==> config.mk <==
export PLATFORM = sky130hd
export DESIGN_NAME = apt_line_sync_pixel_formatter
export DESIGN_NICKNAME = d
export VERILOG_FILES = /design/src/design/alsp_pkg.sv /design/src/design/alsp_ram.sv /design/src/design/apt_line_sync_pixel_formatter.sv
export SDC_FILE = /design/constraint.sdc
export NUM_CORES = 2
export LEC_CHECK = 0
export BUFFER_PORTS_ARGS = -buffer_cell sky130_fd_sc_hd__buf_2
export CAP_MARGIN = 0
export CORE_MARGIN = 3
export CORE_UTILIZATION = 60
export CTS_CLUSTER_SIZE = 30
export DETAILED_ROUTE_END_ITERATION = 7
export PLACE_DENSITY = 0.8
export SETUP_SLACK_MARGIN = 0.1
export SYNTH_ARGS = -nofsm -noshare
export SYNTH_HDL_FRONTEND = slang
export SYNTH_SLANG_ARGS = --single-unit
==> constraint.sdc <==
create_clock -name clk -period 7.9 [get_ports clk]
set_input_delay 1.975 -clock clk [delete_from_list [all_inputs] [get_ports clk]]
set_output_delay 1.975 -clock clk [all_outputs]
set_load 0.01 [all_outputs]
==> src/design/alsp_pkg.sv <==
// ----------------------------------------------------------------------------
// APT line-sync pixel formatter package
// Shared constants, sync patterns, register indexes and the sequencer states.
// ----------------------------------------------------------------------------
package alsp_pkg;

  localparam int WINDOW_LEN_DEF     = 40;
  localparam int MAX_LINE_WIDTH_DEF = 4096;
  localparam int SAMPLE_BITS_DEF    = 16;

  localparam int LINE_WIDTH_BITS = 13;
  localparam int FRAME_BITS      = 16;
  localparam int THRESH_BITS     = 6;
  localparam int COLUMN_BITS     = 12;
  localparam int PIXEL_BITS      = 8;
  localparam int CFG_INDEX_BITS  = 2;
  localparam int CFG_DATA_BITS   = 16;
  localparam int MIN_LINE_WIDTH  = 80;
  localparam int FILL_MAX        = 39;

  // Register indexes
  localparam logic [CFG_INDEX_BITS-1:0] REG_LINE_WIDTH  = 2'd0;
  localparam logic [CFG_INDEX_BITS-1:0] REG_FRAME_LINES = 2'd1;
  localparam logic [CFG_INDEX_BITS-1:0] REG_SYNC_ENABLE = 2'd2;
  localparam logic [CFG_INDEX_BITS-1:0] REG_THRESHOLD   = 2'd3;

  // Sync patterns, bit i is window position i (0 = oldest)
  localparam logic [39:0] PAT_A = {
    4'b0000, 4'b0000, 4'b0011, 4'b0011, 4'b0011,
    4'b0011, 4'b0011, 4'b0011, 4'b0011, 4'b0000};
  localparam logic [39:0] PAT_B = {
    1'b0, 5'b00111, 5'b00111, 5'b00111, 5'b00111,
    5'b00111, 5'b00111, 5'b00111, 4'b0000};

  typedef enum logic [3:0] {
    ST_CLEAR,
    ST_IDLE,
    ST_SHIFT,
    ST_CORR,
    ST_DECIDE,
    ST_FILL_RD,
    ST_FILL_DIV,
    ST_FILL_OUT,
    ST_CUR_DIV,
    ST_CUR_OUT
  } state_t;

endpackage

==> src/design/alsp_ram.sv <==
// ----------------------------------------------------------------------------
// Generic single-port-write, single-port-read RAM
// One write and one registered read per cycle.
// ----------------------------------------------------------------------------
module alsp_ram #(
  parameter int WIDTH = 16,
  parameter int DEPTH = 40
) (
  input  logic                     clk,
  input  logic                     we,
  input  logic [$clog2(DEPTH)-1:0] waddr,
  input  logic [WIDTH-1:0]         wdata,
  input  logic [$clog2(DEPTH)-1:0] raddr,
  output logic [WIDTH-1:0]         rdata
);

  logic [WIDTH-1:0] mem [DEPTH];

  always_ff @(posedge clk) begin
    if (we) begin
      mem[waddr] <= wdata;
    end
    rdata <= mem[raddr];
  end

endmodule

==> src/design/apt_line_sync_pixel_formatter.sv <==
// ----------------------------------------------------------------------------
// APT line-sync pixel formatter
// Places demodulated APT samples as grey pixels in a line/frame raster with
// sync-pattern line realignment.
// ----------------------------------------------------------------------------
// Usage: samples arrive on sample/in_valid/in_stall; results leave on
// column/row/pixel/is_fill/frame_end/last with out_valid/out_stall. Each
// sample yields 1 to 40 results, the last flagged by last. Registers are
// written through cfg_valid/cfg_ready/cfg_index/cfg_data; the user must
// write them only while idle, as the block itself does not enforce it.
// The 40-entry history is a circular buffer in a RAM. Per sample: one write,
// the correlation (one entry per cycle, one RAM port, registered read),
// then per result one read and a serial divide for the range scaling plus
// an output step. Input is taken only between samples.
// After reset a clearing pass writes zero to all 40 history entries
// before the first sample is taken. When out_stall is high the
// current result holds and the sequencer waits.
// ----------------------------------------------------------------------------
module apt_line_sync_pixel_formatter #(
  parameter int WINDOW_LEN     = alsp_pkg::WINDOW_LEN_DEF,
  parameter int SAMPLE_BITS    = alsp_pkg::SAMPLE_BITS_DEF
) (
  input  logic                          clk,
  input  logic                          rst,
  input  logic                          in_valid,
  output logic                          in_stall,
  input  logic [SAMPLE_BITS-1:0]        sample,
  output logic                          out_valid,
  input  logic                          out_stall,
  output logic [alsp_pkg::COLUMN_BITS-1:0] column,
  output logic [alsp_pkg::FRAME_BITS-1:0]  row,
  output logic [alsp_pkg::PIXEL_BITS-1:0]  pixel,
  output logic                          is_fill,
  output logic                          frame_end,
  output logic                          last,
  input  logic                          cfg_valid,
  output logic                          cfg_ready,
  input  logic [alsp_pkg::CFG_INDEX_BITS-1:0] cfg_index,
  input  logic [alsp_pkg::CFG_DATA_BITS-1:0]  cfg_data
);

  import alsp_pkg::*;

  localparam int AW    = $clog2(WINDOW_LEN);
  localparam int AVGW  = SAMPLE_BITS + 2;
  localparam int CNTW  = $clog2(WINDOW_LEN + 1);
  localparam int DIVCW = $clog2(SAMPLE_BITS + 1);
  localparam logic [SAMPLE_BITS-1:0] SMAX = '1;
  localparam logic [LINE_WIDTH_BITS-1:0] WMAX = LINE_WIDTH_BITS'(MAX_LINE_WIDTH_DEF);
  localparam logic [LINE_WIDTH_BITS-1:0] WMIN = LINE_WIDTH_BITS'(MIN_LINE_WIDTH);
  localparam logic [AW-1:0] LASTA = AW'(WINDOW_LEN - 1);

  // Configuration registers
  logic [LINE_WIDTH_BITS-1:0] line_width;
  logic [FRAME_BITS-1:0]      frame_lines;
  logic                       sync_enable;
  logic [THRESH_BITS-1:0]     match_threshold;

  assign cfg_ready = 1'b1;

  always_ff @(posedge clk) begin
    if (rst) begin
      line_width      <= LINE_WIDTH_BITS'(2080);
      frame_lines     <= FRAME_BITS'(1800);
      sync_enable     <= 1'b1;
      match_threshold <= THRESH_BITS'(35);
    end else if (cfg_valid) begin
      case (cfg_index)
        REG_LINE_WIDTH:  line_width      <= cfg_data[LINE_WIDTH_BITS-1:0];
        REG_FRAME_LINES: frame_lines     <= cfg_data[FRAME_BITS-1:0];
        REG_SYNC_ENABLE: sync_enable     <= cfg_data[0];
        REG_THRESHOLD:   match_threshold <= cfg_data[THRESH_BITS-1:0];
        default: ;
      endcase
    end
  end

  // Effective width and pattern B column
  logic [LINE_WIDTH_BITS-1:0] eff_w;
  always_comb begin
    eff_w = line_width;
    if (eff_w < WMIN) eff_w = WMIN;
    if (eff_w > WMAX) eff_w = WMAX;
  end

  // State registers
  state_t state, state_next;
  logic [AW-1:0]          head;      // slot of the oldest entry
  logic [AW-1:0]          idx;       // walk counter
  logic [AW:0]            fill_n;    // fill count
  logic [AW:0]            fill_i;
  logic [SAMPLE_BITS-1:0] cur_s;
  logic [AVGW-1:0]        avg;
  logic [SAMPLE_BITS-1:0] lmin, lmax;
  logic                   seen;
  logic [COLUMN_BITS-1:0] col_pos;
  logic [FRAME_BITS-1:0]  row_pos;
  logic [CNTW-1:0]        ca, cb;
  logic [LINE_WIDTH_BITS:0] target;
  logic                   rd_valid;
  logic [AW-1:0]          rd_pos;

  // RAM
  logic                   we;
  logic [AW-1:0]          waddr, raddr;
  logic [SAMPLE_BITS-1:0] wdata, rdata;

  alsp_ram #(.WIDTH(SAMPLE_BITS), .DEPTH(WINDOW_LEN)) u_hist (
    .clk, .we, .waddr, .wdata, .raddr, .rdata
  );

  function automatic logic [AW-1:0] wrap_add(logic [AW-1:0] a, logic [AW:0] b);
    logic [AW+1:0] t;
    t = {1'b0, a} + {1'b0, b};
    if (t >= (AW+2)'(WINDOW_LEN)) t = t - (AW+2)'(WINDOW_LEN);
    return t[AW-1:0];
  endfunction

  // Serial divider: (s-min)*255 / (max-min)
  logic [SAMPLE_BITS+8-1:0] dnum;
  logic [SAMPLE_BITS-1:0]   dden;
  logic [SAMPLE_BITS:0]     drem;
  logic [SAMPLE_BITS+8-1:0] dquo;
  logic [DIVCW+1:0]         dcnt;
  logic [SAMPLE_BITS-1:0]   dsrc;
  logic                     dzero, dsat;
  logic [SAMPLE_BITS:0]     rem_sh;

  assign rem_sh = {drem[SAMPLE_BITS-1:0], dnum[SAMPLE_BITS+8-1]};

  // Output register
  logic [COLUMN_BITS-1:0] o_col;
  logic [FRAME_BITS-1:0]  o_row;
  logic                   o_fill, o_fend, o_last;

  assign column    = o_col;
  assign row       = o_row;
  assign is_fill   = o_fill;
  assign frame_end = o_fend;
  assign last      = o_last;
  assign in_stall  = (state != ST_IDLE);

  logic [SAMPLE_BITS+7:0] quo_cap;
  assign quo_cap = dquo;

  // Next state
  logic corr_done, div_done;
  assign corr_done = (rd_pos == LASTA) && rd_valid;
  assign div_done  = (dcnt == (DIVCW+2)'(SAMPLE_BITS + 8));

  always_comb begin
    state_next = state;
    case (state)
      ST_CLEAR:    if (idx == LASTA) state_next = ST_IDLE;
      ST_IDLE:     if (in_valid) state_next = ST_SHIFT;
      ST_SHIFT:    state_next = sync_enable ? ST_CORR : ST_CUR_DIV;
      ST_CORR:     if (corr_done) state_next = ST_DECIDE;
      ST_DECIDE:   state_next = ST_FILL_RD;
      ST_FILL_RD:  state_next = (fill_i == fill_n) ? ST_CUR_DIV : ST_FILL_DIV;
      ST_FILL_DIV: if (div_done) state_next = ST_FILL_OUT;
      ST_FILL_OUT: if (!out_stall) state_next = ST_FILL_RD;
      ST_CUR_DIV:  if (div_done) state_next = ST_CUR_OUT;
      ST_CUR_OUT:  if (!out_stall) state_next = ST_IDLE;
      default:     state_next = ST_IDLE;
    endcase
  end

  // Outputs of the sequencer toward the RAM and the result channel
  always_comb begin
    we    = 1'b0;
    waddr = head;
    wdata = cur_s;
    raddr = wrap_add(head, {1'b0, idx});
    out_valid = (state == ST_FILL_OUT) || (state == ST_CUR_OUT);
    case (state)
      ST_CLEAR: begin
        we = 1'b1; waddr = idx; wdata = '0;
      end
      ST_IDLE: begin
        we = in_valid; waddr = head; wdata = sample;
      end
      ST_FILL_RD: begin
        // entry 39 - n + i in window order
        raddr = wrap_add(head, (AW+1)'(WINDOW_LEN - 1) - fill_n + fill_i);
      end
      default: ;
    endcase
  end

  // Pixel with degenerate cases
  always_comb begin
    if (dzero) pixel = '0;
    else if (dsat) pixel = 8'd255;
    else pixel = quo_cap[PIXEL_BITS-1:0];
  end

  logic hit_a, hit_b;
  logic [CNTW:0] thr;
  assign thr = (CNTW+1)'(match_threshold);
  logic [LINE_WIDTH_BITS:0] tgt_b;
  assign tgt_b = {2'b0, eff_w[LINE_WIDTH_BITS-1:1]} + (LINE_WIDTH_BITS+1)'(39);
  // Sync decision straight from the finished counts
  logic hit_a_now, hit_b_now;
  logic [LINE_WIDTH_BITS:0] target_now;
  assign hit_a_now  = ((CNTW+1)'(ca) > thr);
  assign hit_b_now  = !hit_a_now && ((CNTW+1)'(cb) > thr);
  assign target_now = hit_a_now ? (LINE_WIDTH_BITS+1)'(39) : tgt_b;
  logic [AVGW+1:0] avg3;
  assign avg3 = {1'b0, avg, 1'b0} + {2'b0, avg};
  logic [AVGW-1:0] q;
  assign q = {rdata, 2'b00};
  logic [COLUMN_BITS:0] col_inc;
  assign col_inc = {1'b0, col_pos} + 1'b1;

  // Sequencer datapath
  always_ff @(posedge clk) begin
    if (rst) begin
      state   <= ST_CLEAR;
      idx     <= '0;
      head    <= '0;
      avg     <= '0;
      lmin    <= SMAX;
      lmax    <= '0;
      seen    <= 1'b0;
      col_pos <= '0;
      row_pos <= '0;
      rd_valid <= 1'b0;
    end else begin
      state <= state_next;
      case (state)
        ST_CLEAR: idx <= idx + 1'b1;
        ST_IDLE: if (in_valid) begin
          cur_s <= sample;
          if (sample > lmax) lmax <= sample;
          if (sample < lmin) lmin <= sample;
          avg   <= AVGW'({2'b0, sample}) + avg3[AVGW+1:2];
          head  <= (head == LASTA) ? '0 : head + 1'b1;
          idx   <= '0;
          ca    <= '0;
          cb    <= '0;
          rd_valid <= 1'b0;
          fill_n <= '0;
          fill_i <= '0;
          dsrc  <= sample;
          dcnt  <= '0;
        end
        ST_SHIFT: begin
          idx <= '0;
          rd_valid <= 1'b0;
          dcnt <= '0;
        end
        ST_CORR: begin
          // pipeline: address idx issued this cycle, data for rd_pos arrives
          if (!rd_valid) begin
            rd_valid <= 1'b1;
            rd_pos <= idx;
            idx <= idx + 1'b1;
          end else begin
            if ((q > avg && PAT_A[rd_pos]) || (q < avg && !PAT_A[rd_pos])) ca <= ca + 1'b1;
            if ((q > avg && PAT_B[rd_pos]) || (q < avg && !PAT_B[rd_pos])) cb <= cb + 1'b1;
            rd_pos <= idx;
            if (idx != LASTA) idx <= idx + 1'b1;
          end
        end
        ST_DECIDE: begin
          fill_i <= '0;
          if (hit_a_now || hit_b_now) begin
            if (target_now > (LINE_WIDTH_BITS+1)'(col_pos)) begin
              if (target_now - (LINE_WIDTH_BITS+1)'(col_pos) > (LINE_WIDTH_BITS+1)'(FILL_MAX))
                fill_n <= (AW+1)'(FILL_MAX);
              else
                fill_n <= (AW+1)'(target_now - (LINE_WIDTH_BITS+1)'(col_pos));
            end else begin
              fill_n <= '0;
            end
          end else begin
            fill_n <= '0;
          end
        end
        ST_FILL_RD: begin
          dcnt <= '0;
          if (fill_i == fill_n) begin
            // fill done: apply jump and first-sync level reset
            if (hit_a || hit_b) begin
              col_pos <= target[COLUMN_BITS-1:0];
              if (!seen) begin
                lmin <= SMAX; lmax <= '0; seen <= 1'b1;
              end
            end
            dsrc <= cur_s;
          end
        end
        ST_FILL_DIV, ST_CUR_DIV: begin
          dcnt <= dcnt + 1'b1;
        end
        ST_FILL_OUT: if (!out_stall) fill_i <= fill_i + 1'b1;
        ST_CUR_OUT: if (!out_stall) begin
          if (col_inc >= (COLUMN_BITS+1)'(eff_w)) begin
            col_pos <= '0;
            if ({1'b0, row_pos} + 1'b1 >= (FRAME_BITS+1)'(frame_lines)) row_pos <= '0;
            else row_pos <= row_pos + 1'b1;
          end else begin
            col_pos <= col_inc[COLUMN_BITS-1:0];
          end
        end
        default: ;
      endcase
    end
  end

  // Sync decision, held over the fill walk
  always_ff @(posedge clk) begin
    if (state == ST_IDLE) begin
      hit_a <= 1'b0; hit_b <= 1'b0;
    end else if (state == ST_DECIDE) begin
      hit_a  <= hit_a_now;
      hit_b  <= hit_b_now;
      target <= target_now;
    end
  end

  // Divider source: history entry for a fill pixel, else the current sample
  logic [SAMPLE_BITS-1:0] div_src;
  assign div_src = (state == ST_FILL_DIV) ? rdata : dsrc;

  // Divider: one quotient bit per cycle; first cycle loads operands
  always_ff @(posedge clk) begin
    if (state == ST_FILL_DIV || state == ST_CUR_DIV) begin
      if (dcnt == '0) begin
        dzero <= (lmax <= lmin) || (div_src <= lmin);
        dsat  <= (div_src >= lmax);
        dnum  <= ({8'b0, div_src - lmin} << 8) - {8'b0, div_src - lmin};
        dden <= lmax - lmin;
        drem <= '0;
        dquo <= '0;
      end else begin
        if (rem_sh >= {1'b0, dden}) begin
          drem <= rem_sh - {1'b0, dden};
          dquo <= {dquo[SAMPLE_BITS+6:0], 1'b1};
        end else begin
          drem <= rem_sh;
          dquo <= {dquo[SAMPLE_BITS+6:0], 1'b0};
        end
        dnum <= {dnum[SAMPLE_BITS+6:0], 1'b0};
      end
    end
  end

  // Result register
  always_ff @(posedge clk) begin
    if (state == ST_FILL_DIV) begin
      o_col  <= COLUMN_BITS'(target - (LINE_WIDTH_BITS+1)'(fill_n) + (LINE_WIDTH_BITS+1)'(fill_i));
      o_row  <= row_pos;
      o_fill <= 1'b1; o_fend <= 1'b0; o_last <= 1'b0;
    end else if (state == ST_CUR_DIV) begin
      o_col  <= col_pos;
      o_row  <= row_pos;
      o_fill <= 1'b0; o_last <= 1'b1;
      o_fend <= (col_inc >= (COLUMN_BITS+1)'(eff_w)) &&
                ({1'b0, row_pos} + 1'b1 >= (FRAME_BITS+1)'(frame_lines));
    end
  end

endmodule
==> reports/qor.txt <==
number of global-route vias before repair -> 32,200
DIE AREA -> 84,200 um^2
global-route wire length before repair -> 181,000 um
Ys Warns -> 0
max FFs per register -> 640
CTS sink count -> 972
Worst Skew -> 26.1 ps
post-synth top area cell -> edfxtp_1
GRT Overall Usage -> 27.1%
Die W -> 290 um
R2R setup slack -> 1330 ps
DR vias -> 33,200
Initial DRT Pass Iterations -> 6
Remaining Overflow, GRT -> 0
RSZ-0062 raised after global routing -> false
H-tree levels -> 3
CTS tree -> built
Seq/Total Area, Yosys -> 57.0%
CTS root buf -> clkbuf_16
area grow syn2layout -> 10.2%
R2R depth -> 21
Worst Hold Path EP -> hit_b$_SDFFE_PP0P_
register bit total from synthesis -> 972
status -> finished, final reports clean
critical path class -> register to register
GP Congestion -> 0.898
DR iter-0 viols -> 3,365
post_cts resized -> 0
top flop regs -> u_hist.mem: 640 flops, dnum: 24 flops, avg: 18 flops
final core occ -> 67.1%
Min Hold Slack -> 459 ps
wire per inst -> 21.5 um
Fin. Hold Viols -> 0
I/O pins -> 81
fin crit period -> 6570 ps
peak supply drop -> 0.325 mV
Post-DP HPWL -> 75,100 um
share of cells above drive strength 1 -> 11.4%
Die H -> 290 um
Nets -> 4,581
clock latency on the worst-skew pair -> 680 ps
Post-synth EDFFs -> 817
CTS Buf Count -> 97
Yosys top cell area share -> 50.6%
cts hold-fix bufs -> 0
Syn Area/Cell -> 11.6 um^2
area of the multi-input gates -> 19,300 um^2
initial antenna violation count -> 1
Max Freq -> 0.152 GHz
Bufs on Longest Clock Path -> 3
reg-to-reg startpoint -> state[1]$_SDFFE_PP0P_
Starting Density -> 61.0%
WL final -> 116,000 um
Port Buffers -> 79
setup TNS -> 0 ps
top_reg_cell synth -> edfxtp_1
Post-DP Area -> 50,200 um^2
nature of the critical path startpoint -> register
Slew HR -> 9.98%
CP Max Fanout -> 26
Synth Cell Area -> 48,500 um^2
CP arrival -> 6950 ps
Fillers -> 5,650
sequential cell area -> 27,600 um^2
Routed Antenna Nets -> 0
asr flop ratio synth -> 0%
required time worst endpoint -> 8280 ps
pwr dens -> 299 nW/um^2
Crit. End Element -> register
Synth cell types -> 95
Worst-Margin Slew -> 1320 ps
final setup vio count -> 0
Most flops, register -> u_hist.mem
ranking of synthesized cells by area -> edfxtp_1 (51%), ha_1 (6.7%), dfxtp_1 (6.4%)
row count -> 103
Hold Path Stages -> 2
post-layout instance area -> 53,400 um^2
Leak Pwr -> 20.2 nW
core box area -> 79,500 um^2
Post-CTS Setup Inserts -> 0
Net Count, Synth -> 4,500
Final Max Slew Viols -> 0
Max Cap Viol -> 0
fraction of the cycle the final worst path needs -> 83.2%
Worst Min Path Start -> hit_b$_SDFFE_PP0P_
DRC -> 0
R2R Path End -> dnum[18]$_DFFE_PN_
Syn Inst Count -> 4,187
ant diodes -> 0
largest net degree at the start of global routing -> 161
clk slew on worst S/H paths -> 60 ps
worst hold path type -> register to register
detailed-route vias per instance -> 6.16
most frequent cell after synthesis -> edfxtp_1
top cells by count, synth -> edfxtp_1 (817), nand2_1 (711), nor2_1 (263)
[per-stage QoR]
| step | worst slack (ps) | total power [W] | std cells |
|---|---|---|---|
| 2_1_floorplan | 3050 | 0.00984 | 4187 |
| 3_3_place_gp | 1570 | 0.0112 | 5219 |
| 3_5_place_dp | 1440 | 0.0113 | 5219 |
| 4_1_cts | 1430 | 0.0160 | 5399 |
| 5_1_grt | 743 | 0.0167 | 5399 |
| 6_report | 1330 | 0.0159 | 5399 |
[worst max path at each step]
stage | start | endpoint | slack (ps) | depth (start not counted)
6_report | state[1]$_SDFFE_PP0P_ | dnum[18]$_DFFE_PN_ | 1330 | 21
5_1_grt | state[1]$_SDFFE_PP0P_ | dnum[17]$_DFFE_PN_ | 740 | 20
4_1_cts | state[1]$_SDFFE_PP0P_ | dnum[17]$_DFFE_PN_ | 1430 | 20
3_5_place_dp | state[1]$_SDFFE_PP0P_ | dnum[19]$_DFFE_PN_ | 1440 | 19
3_3_place_gp | state[1]$_SDFFE_PP0P_ | dnum[17]$_DFFE_PN_ | 1570 | 19
2_1_floorplan | state[1]$_SDFFE_PP0P_ | dnum[19]$_DFFE_PN_ | 3050 | 20
[routing by layer]
metal / GRT usage (%) / part of all wire, % / up-vias
met3: 4.33 / 8.2 / 242
met2: 43.8 / 47 / 1391
met5: 0 / 0 / -
li1: - / - / 15500
met1: 37.5 / 41 / 16100
met4: 9.91 / 3.6 / 0
[cell usage in the layout (no fill, tap or decap), types with 65 or more instances in the layout]
| master | instances |
|---|---|
| buf_2 | 78 |
| o21ai_0 | 114 |
| xnor2_1 | 103 |
| nor2_1 | 263 |
| clkbuf_16 | 98 |
| ha_1 | 258 |
| nand2_1 | 710 |
| dfxtp_1 | 155 |
| mux2_2 | 65 |
| a21oi_1 | 171 |
| nand3_1 | 162 |
| edfxtp_1 | 817 |
| a31oi_1 | 67 |
| mux4_2 | 65 |
| inv_1 | 225 |
| buf_4 | 74 |
[logic make-up (layout without fill, tap and decap cells)]
kind of cell	count (synthesis)	in the layout	share of synthesized area (%)
AOI/OAI and AO/OA	720	720	10.2
adders and majority gates	275	275	7.34
xor gates and xnor gates	153	153	2.76
buffers and inverters	404	566	3.26
DFF	972	972	57.0
muxes	193	193	5.86
other	2	2	0.0155
and+or+nand+nor	1468	1468	13.5
[power by group]
part | switching (W) | internal, W
logic | 0.00302 | 0.00170
registers | 0.000270 | 0.00634
clock network | 0.00198 | 0.00264
[final cells by class]
class	count	share of cell area, %
flip-flops and latches	972	51.8
multi-input cells	2811	36.2
clock buffers	122	4.86
well taps	1050	2.46
repair buffers	157	1.96
inverters	229	1.61
clock inverters	58	1.18
[worst max-delay path: stages (launching register included)]
cell	delay (ps)
dfxtp_1	560
clkinv_1	350
nor2_1	280
nand2_1	550
buf_4	450
mux2_2	330
ha_1	290
nor2b_1	170
o31a_1	350
o221ai_1	390
a21oi_1	240
o21ai_0	320
nand3_1	140
xnor2_1	390
ha_1	250
nand2_1	110
nor2_1	130
nand2_1	80
a31oi_1	480
nand2b_1	200
xnor2_1	120
o21ai_0	90
Note: power is estimated with default switching activity, not from simulation.
